==> src/design/ftws_pkg.sv <==
// Package for the frame time window statistics block.
// Holds the window size, field widths and the shared cell data type.
package ftws_pkg;

  localparam int Window      = 64;
  localparam int TimeW       = 20;
  localparam int IdxW        = $clog2(Window);
  localparam int FillW       = 11;
  localparam int SumW        = 31;
  localparam int RateW       = 24;
  localparam int CountW      = 32;
  localparam logic [RateW-1:0] RateMax = '1;
  localparam logic [29:0] RateNum = 30'd256000000;

  localparam logic ReqSample = 1'b0;
  localparam logic ReqClear  = 1'b1;

  // One slot of the window held by a cell.
  typedef struct packed {
    logic             valid;
    logic [TimeW-1:0] t;
  } ftws_slot_t;

endpackage

==> src/design/ftws_cell.sv <==
// One cell of the window shift chain.
// Depends on ftws_pkg for the slot type.
module ftws_cell (
  input  logic               clk,
  input  logic               rst_n,
  input  logic               clr,
  input  logic               shift,
  input  logic               rot,
  input  ftws_pkg::ftws_slot_t prev_i,
  output ftws_pkg::ftws_slot_t slot_o
);
  import ftws_pkg::*;

  ftws_slot_t slot_r;

  // Mark the slot empty on reset or clear, else take the neighbor's slot on a push or a rotation step.
  always_ff @(posedge clk) begin
    if (!rst_n || clr) begin
      slot_r.valid <= 1'b0;
    end else if (shift || rot) begin
      slot_r <= prev_i;
    end
  end

  assign slot_o = slot_r;
endmodule

==> src/design/ftws_div.sv <==
// Restoring serial divider with rounding and saturation, one bit per cycle.
// Depends on ftws_pkg for widths.
module ftws_div (
  input  logic                       clk,
  input  logic                       rst_n,
  input  logic                       start,
  input  logic [40:0]                num,
  input  logic [ftws_pkg::SumW-1:0]  den,
  output logic                       done,
  output logic [ftws_pkg::RateW-1:0] quo
);
  import ftws_pkg::*;

  logic [41:0] num_r;
  logic [41:0] q_r;
  logic [SumW:0] rem_r;
  logic [SumW-1:0] den_r;
  logic [5:0] cnt_r;
  logic busy_r;
  logic [SumW+1:0] trial;

  assign trial = {rem_r, num_r[41]} - {2'b00, den_r};

  // One quotient bit each cycle over 42 bits of numerator.
  always_ff @(posedge clk) begin
    if (!rst_n) begin
      busy_r <= 1'b0;
      done   <= 1'b0;
    end else begin
      done <= 1'b0;
      if (start) begin
        busy_r <= 1'b1;
        num_r  <= {1'b0, num} + {12'd0, den[SumW-1:1]};
        den_r  <= den;
        rem_r  <= '0;
        q_r    <= '0;
        cnt_r  <= 6'd42;
      end else if (busy_r) begin
        num_r <= {num_r[40:0], 1'b0};
        if (!trial[SumW+1]) begin
          rem_r <= trial[SumW:0];
          q_r   <= {q_r[40:0], 1'b1};
        end else begin
          rem_r <= {rem_r[SumW-1:0], num_r[41]};
          q_r   <= {q_r[40:0], 1'b0};
        end
        cnt_r <= cnt_r - 6'd1;
        if (cnt_r == 6'd1) begin
          busy_r <= 1'b0;
          done   <= 1'b1;
        end
      end
    end
  end

  assign quo = (q_r[41:RateW] != '0) ? RateMax : q_r[RateW-1:0];
endmodule

==> src/design/frame_time_window_stats_core.sv <==
// Top level of the frame time window statistics block.
// Depends on ftws_pkg, ftws_cell and ftws_div.
//
// Input channel in_*: tuser = req_type (0 sample, 1 clear), tdata = frame_time_us.
// Result channel out_*: tdata holds, from bit 0 up, current_fps, average_fps,
// min_fps, max_fps (24 bits each), drop_count (32) and window_fill (11).
// The window is a chain of Window cells; a new sample is pushed in at the head
// and the oldest drops off the end once the window is full.
// A nonzero sample is accepted, the chain is rotated once through all Window cells
// for the minimum and maximum, then four serial divisions run on one shared
// divider (start, bit steps, result pickup) and the output register is loaded;
// the next item is accepted only after that. Clear and zero samples are accepted
// and give no result.
// One item is processed at a time. The result sits in an output register until
// taken; the next item is accepted and processed meanwhile, but waits in its
// last step while the register is still full, which holds further items off.
// Reset (rst_n low, synchronous) empties the window, zeroes the counters and
// sets drop_threshold_us to 25000.
module frame_time_window_stats_core (
  input  logic        clk,
  input  logic        rst_n,
  input  logic        cfg_we,
  input  logic [19:0] cfg_wdata,     // drop_threshold_us
  input  logic        in_tvalid,
  output logic        in_tready,
  input  logic [23:0] in_tdata,      // frame_time_us
  input  logic        in_tuser,      // req_type
  output logic        out_tvalid,
  input  logic        out_tready,
  output logic [143:0] out_tdata     // current, average, min, max, drop, fill
);
  import ftws_pkg::*;

  localparam logic [2:0] StIdle = 3'd0;
  localparam logic [2:0] StScan = 3'd1;
  localparam logic [2:0] StDiv  = 3'd2;
  localparam logic [2:0] StWait = 3'd3;
  localparam logic [2:0] StOut  = 3'd4;

  logic [2:0] state_r;
  logic [TimeW-1:0] thr_r, t_r, lo_r, hi_r;
  logic [FillW-1:0] fill_r;
  logic [SumW-1:0] sum_r;
  logic [CountW-1:0] drop_r;
  logic [IdxW:0] cnt_r;
  logic [1:0] dsel_r;
  logic [RateW-1:0] res_r [4];
  logic [143:0] out_r;
  logic out_v_r;

  ftws_slot_t chain [Window+1];
  logic push, rot, clr;
  logic acc;
  logic [TimeW-1:0] tin;

  assign in_tready = (state_r == StIdle);
  assign acc = in_tvalid && in_tready;
  assign tin = in_tdata[TimeW-1:0];
  assign clr = acc && (in_tuser == ReqClear);
  assign push = acc && (in_tuser == ReqSample) && (tin != '0);
  assign rot = (state_r == StScan);

  // Head feeds the new sample on a push and the tail back on rotation.
  always_comb begin
    if (rot) chain[0] = chain[Window];
    else begin
      chain[0].valid = 1'b1;
      chain[0].t = tin;
    end
  end

  for (genvar g = 0; g < Window; g++) begin : g_cell
    ftws_cell u_cell (
      .clk(clk), .rst_n(rst_n), .clr(clr), .shift(push), .rot(rot),
      .prev_i(chain[g]), .slot_o(chain[g+1])
    );
  end

  // Divider operands chosen per result.
  logic div_start, div_done;
  logic [40:0] dnum;
  logic [SumW-1:0] dden;
  logic [RateW-1:0] dquo;

  always_comb begin
    dnum = {11'd0, RateNum};
    case (dsel_r)
      2'd0: dden = {11'd0, t_r};
      2'd1: begin
        dnum = 41'(fill_r) * 41'(RateNum);
        dden = sum_r;
      end
      2'd2: dden = {11'd0, hi_r};
      default: dden = {11'd0, lo_r};
    endcase
  end

  ftws_div u_div (
    .clk(clk), .rst_n(rst_n), .start(div_start), .num(dnum), .den(dden),
    .done(div_done), .quo(dquo)
  );
  assign div_start = (state_r == StDiv);

  // Sequencer for one sample.
  always_ff @(posedge clk) begin
    if (!rst_n) begin
      state_r <= StIdle;
      thr_r   <= 20'd25000;
      fill_r  <= '0;
      sum_r   <= '0;
      drop_r  <= '0;
      out_v_r <= 1'b0;
    end else begin
      if (cfg_we) thr_r <= cfg_wdata;
      if (out_v_r && out_tready) out_v_r <= 1'b0;
      unique case (state_r)
        StIdle: begin
          if (clr) begin
            fill_r <= '0;
            sum_r  <= '0;
            drop_r <= '0;
          end else if (push) begin
            t_r <= tin;
            lo_r <= tin;
            hi_r <= tin;
            if (fill_r >= FillW'(Window)) begin
              sum_r <= sum_r - SumW'(chain[Window].t) + SumW'(tin);
            end else begin
              sum_r  <= sum_r + SumW'(tin);
              fill_r <= fill_r + 1'b1;
            end
            if (tin > thr_r) drop_r <= drop_r + 1'b1;
            cnt_r <= '0;
            state_r <= StScan;
          end
        end
        StScan: begin
          if (chain[Window].valid) begin
            if (chain[Window].t < lo_r) lo_r <= chain[Window].t;
            if (chain[Window].t > hi_r) hi_r <= chain[Window].t;
          end
          cnt_r <= cnt_r + 1'b1;
          if (cnt_r == (IdxW+1)'(Window - 1)) begin
            dsel_r <= 2'd0;
            state_r <= StDiv;
          end
        end
        StDiv: state_r <= StWait;
        StWait: begin
          if (div_done) begin
            res_r[dsel_r] <= dquo;
            dsel_r <= dsel_r + 2'd1;
            state_r <= (dsel_r == 2'd3) ? StOut : StDiv;
          end
        end
        StOut: begin
          if (!out_v_r) begin
            out_r <= {5'd0, fill_r, drop_r, res_r[3], res_r[2], res_r[1], res_r[0]};
            out_v_r <= 1'b1;
            state_r <= StIdle;
          end
        end
        default: state_r <= StIdle;
      endcase
    end
  end

  assign out_tvalid = out_v_r;
  assign out_tdata = out_r;

  // The window never holds more than Window samples.
  assert property (@(posedge clk) disable iff (!rst_n) fill_r <= FillW'(Window))
    else $error("fill level above window size");
  // Nothing is accepted while a sample is in flight.
  assert property (@(posedge clk) disable iff (!rst_n)
    (state_r != StIdle) |-> !in_tready)
    else $error("input taken while busy");
  // A pushed sample always starts a scan.
  assert property (@(posedge clk) disable iff (!rst_n) push |=> (state_r == StScan))
    else $error("sample did not start scan");
endmodule

==> config.mk <==
export PLATFORM = sky130hd
export DESIGN_NAME = frame_time_window_stats_core
export DESIGN_NICKNAME = d
export VERILOG_FILES = /design/src/design/ftws_pkg.sv /design/src/design/ftws_cell.sv /design/src/design/ftws_div.sv /design/src/design/frame_time_window_stats_core.sv
export SDC_FILE = /design/constraint.sdc
export NUM_CORES = 2
export LEC_CHECK = 0
export ABC_AREA = 1
export BUFFER_PORTS_ARGS = -buffer_cell sky130_fd_sc_hd__buf_2
export CORE_ASPECT_RATIO = 0.8
export CORE_MARGIN = 2
export CORE_UTILIZATION = 43
export CTS_CLUSTER_DIAMETER = 60
export DETAILED_ROUTE_END_ITERATION = 6
export HOLD_SLACK_MARGIN = 0.06
export PLACE_DENSITY_LB_ADDON = 0.2
export SKIP_CTS_REPAIR_TIMING = 1
export SLEW_MARGIN = 10
export SYNTH_ARGS = -nofsm -noshare
export SYNTH_HDL_FRONTEND = slang
export SYNTH_SLANG_ARGS = --single-unit
export TNS_END_PERCENT = 20
==> constraint.sdc <==
create_clock -name clk -period 142.9 [get_ports clk]
set_clock_uncertainty 0.1 [all_clocks]
set_input_delay 21.435 -clock clk [delete_from_list [all_inputs] [get_ports clk]]
set_output_delay 21.435 -clock clk [all_outputs]
set_load 0.03 [all_outputs]
==> results.txt <==
In this run the remaining antenna-violating nets after routing total 0. The tools report the final setup slack of the worst path as 115.49 ns. For the last weighted congestion value of the routability-driven placer, the log shows 0.892. Setup repair after global routing left no endpoint under its margin. For this block, the routed nets add up to 137000 um of wire.

The tools report the number of buffers created by CTS as 182. The tree is rooted in a clkbuf_16. In this run, synthesis inferred 1737 flip-flops with an integrated enable. The total via count in the routed design is 39.0k.

The run finished with clean final reports. For this configuration, the core starts out at a cell density of 43.3%. Launching element type of the critical path: an input pin. Ranked by total cell area, the synthesized netlist is headed by edfxtp_1, dfxtp_1, ha_1. The final total negative setup slack is 0 ns.

Dividing the detail-routed wire length by the instance count gives 17.4 um. Entering global routing, the biggest net connects 218 pins. The floorplan step defined a core boundary enclosing 0.169 mm2. Sequential cells were found to cover 75.6% of the synthesized design area. The slew at the pin with the worst max-slew slack was 1.27 ns.

In this run the worst hold path is classified as reg2reg. The mean instance size in the synthesized netlist is 14.1 um2. The type of element capturing the critical path was a register. Yosys printed 0 warnings.

The tools report the worst min-delay path startpoint as res_r[0][13]. The endpoint identified for the worst register-to-register timing path is g_cell[49].u_cell.slot_o[4]. STA puts the critical path data required time at 143.22 ns.

The period utilization was 19.2%; the chip height was 373 um. The max-slew violation count is 0, and the setup slack of the most critical reg-to-reg path is 136.02 ns. After synthesis the cells add up to 0.0733 mm2. After the first detailed-routing iteration, the DRC count stood at 3916. TritonCTS built the clock tree. The later pin in the worst-skew pair is clocked with a latency of 0.82 ns. The detailed-routing iteration count for the pre-antenna-repair pass was 6; the number of sinks on the clock net was 1901.

At the placement stage, the worst setup path has a slack of 114.53 ns. The library cells used most frequently in the layout, excluding fill and tap cells, are edfxtp_1, nand2_1, inv_1. 196 I/O pins were placed. Using the TritonRoute via totals, the vias-per-cell ratio works out to 4.94.

In this run the critical register-to-register path is launched from state_r[2]. The initial antenna violation count was 4. H-tree depth: 4.

In this run, synthesis produced a sequential element count of 1901. Synthesis produced a netlist whose cell count is 5186. For the data arrival at the endpoint of the critical path, the log shows 27.73 ns.

The number of global-route vias before repair came out at 36.7k. The library cell used most frequently in the layout, excluding fill and tap cells, is edfxtp_1. The area enclosed by the die boundary was 0.174 mm2; the logic depth of the worst register-to-register path was 15. The critical setup path kind was in2reg.

The logs give 88500 um for the HPWL after detailed placement and 0.0000134 V for the highest ir drop seen on vdd. In this run the deepest clock path goes through 3 buffers. The most used flip-flop cell after synthesis was edfxtp_1. Setup violations remaining at the end of the flow were counted as 0. In this run the tool buffered the top-level ports with 186 buffer cells. The tightest hold path in the finished design has a slack of 0.295 ns. The shortest clock period the worst path allows after layout is 27.42 ns, and the max-slew headroom at the worst pin is 15.7%. In this run the horizontal extent of the chip is 466 um.

Global routing used 15.6% of the available tracks across all layers. The portion of synthesized cell area occupied by the leading cell type is 71.2%, and the maximum fanout encountered on the critical timing path is 89. The fraction of final layout cells with drive strength greater than 1 is 9.63%, and the total DRC errors in the routed layout is 0. The area growth from synthesis to layout is 13.0%.

The first global-routing pass estimated 213000 um of wire. The net count of the finished layout is 5853. The tools report the count of final hold-check violations as 0. The clock transition at the registers of the reported paths works out to 0.06 ns. Of all cell types, the one taking the most synthesized area is edfxtp_1. The run gives 0 as the aggregate global routing overflow. In this run the static leakage power is 29.8 nW.

The worst hold path terminates at out_tdata[13]. The tool flagged a number of max-cap violations equal to 0. The number of distinct library cells after synthesis was 56; the async set-or-reset flop fraction in the synthesized netlist was 0%. Counting instances, the worst hold path has a depth of 0. Static timing analysis puts the maximum clock frequency at 0.0365 GHz.

In this run the power density over the cells is 16.3 mW/mm2. The initialized floorplan defines 135 standard-cell rows.
## power breakdown
group	switching [mW]	total (mW)	internal [mW]	leakage (nW)
sequential	0.0218	0.728	0.707	16.9
clock	0.206	0.468	0.262	2.84
combinational	0.116	0.152	0.0355	10.1
## layer usage
layer / vias to the layer above / wire (um) / global-route usage [%]
li1: 19000 / - / -
met1: 18900 / 71200 / 25.5
met2: 963 / 53100 / 20.2
met3: 200 / 9900 / 3.93
met4: 0 / 2850 / 4.36
met5: - / 0 / 0
## layout make-up
class | instances | area, um2
antenna | 2 | 5.00
clock buffer | 222 | 4810
clock inverter | 105 | 1030
fill | 14600 | 86400
inverter | 562 | 2110
multi-input combinational | 2622 | 15300
sequential | 1901 | 55400
tap | 2260 | 2830
timing repair buffer | 224 | 1260
## cells in the mapped netlist (4+ instances only)
cell,instances
nor3_1,48
nand2_2,5
o211ai_1,10
inv_2,9
buf_2,19
a21o_1,14
o21a_1,11
clkbuf_1,57
nand3_1,213
buf_4,9
o21ai_1,13
o32ai_1,4
dfxtp_1,164
ha_1,257
xnor2_1,26
o31ai_1,8
buf_1,13
o21ai_0,220
xor2_1,52
inv_1,550
nor2_4,4
a221oi_1,17
o21bai_1,18
buf_6,7
nor3_2,4
or2_2,11
a31oi_1,13
nand2_1,765
nor2_1,389
nor4_1,18
o22ai_1,5
fa_1,53
a21boi_0,5
a211oi_1,11
edfxtp_1,1737
a21oi_1,349
nand3b_1,14
nand4_1,33
## worst max-delay path: stages
cell and delay [ns]:
buf_2 0.18, inv_1 0.11, nand4_1 0.23, nor2_1 0.09
nand3_1 0.18, nand2_4 0.18, nor2_8 0.37, inv_4 0.09
nand2_2 0.08, inv_2 0.37, nor2_4 0.78, buf_4 0.71
buf_4 0.82, buf_4 0.89, buf_4 0.95
## metrics by stage
| stage | instance area [um2] | total power, mW | util (%) | std cells |
|---|---|---|---|---|
| final | 82800 | 1.35 | 48.9 | 7898 |
| after global routing | 82800 | 1.41 | 48.9 | 7897 |
| after CTS | 82800 | 1.36 | 48.9 | 7895 |
| after detailed placement | 77000 | 0.891 | 45.5 | 7568 |
| after global placement | 77000 | 0.889 | 45.5 | 7568 |
| after floorplan | 73300 | 1.00 | - | 5190 |
## cells by family (layout without fill, tap and decap cells)
kind of cell / after synthesis / after routing / synth area share (%)
buffers and inverters: 667 / 1113 / 3.57
DFF: 1901 / 1901 / 75.6
other: 1 / 7 / 0.00512
and+or+nand+nor: 1520 / 1520 / 8.72
AOI/OAI and AO/OA: 709 / 709 / 5.31
xor gates and xnor gates: 78 / 78 / 0.932
adders and majority gates: 310 / 310 / 5.83
## sequential cells by signal, indices dropped and copies added, names as in the netlist
register              count
cnt_r                     7
drop_r                   32
dsel_r                    2
fill_r                   11
g_cell.u_cell.slot_o   1344
hi_r                     20
lo_r                     20
out_tdata               139
out_tvalid                1
res_r                    96
state_r                   3
sum_r                    31
t_r                      20
thr_r                    20
u_div.busy_r              1
u_div.cnt_r               6
u_div.den_r              31
u_div.done                1
u_div.num_r              42
u_div.q_r                42
u_div.rem_r              32
## worst max-delay path by stage
stage / cells after the start / end / start / slack (ns)
detailed placement: 15 / g_cell[36].u_cell.slot_o[12] / in_tdata[5] / 114.53
global route: 15 / g_cell[47].u_cell.slot_o[4] / in_tdata[7] / 114.90
finish: 15 / g_cell[49].u_cell.slot_o[4] / in_tdata[6] / 115.49
CTS: 15 / g_cell[35].u_cell.slot_o[12] / in_tdata[5] / 115.46
global placement: 15 / g_cell[35].u_cell.slot_o[12] / in_tdata[6] / 114.60
floorplan: 11 / g_cell[0].u_cell.slot_o[0] / in_tdata[14] / 64.61
(Power assumes the default switching activity.)
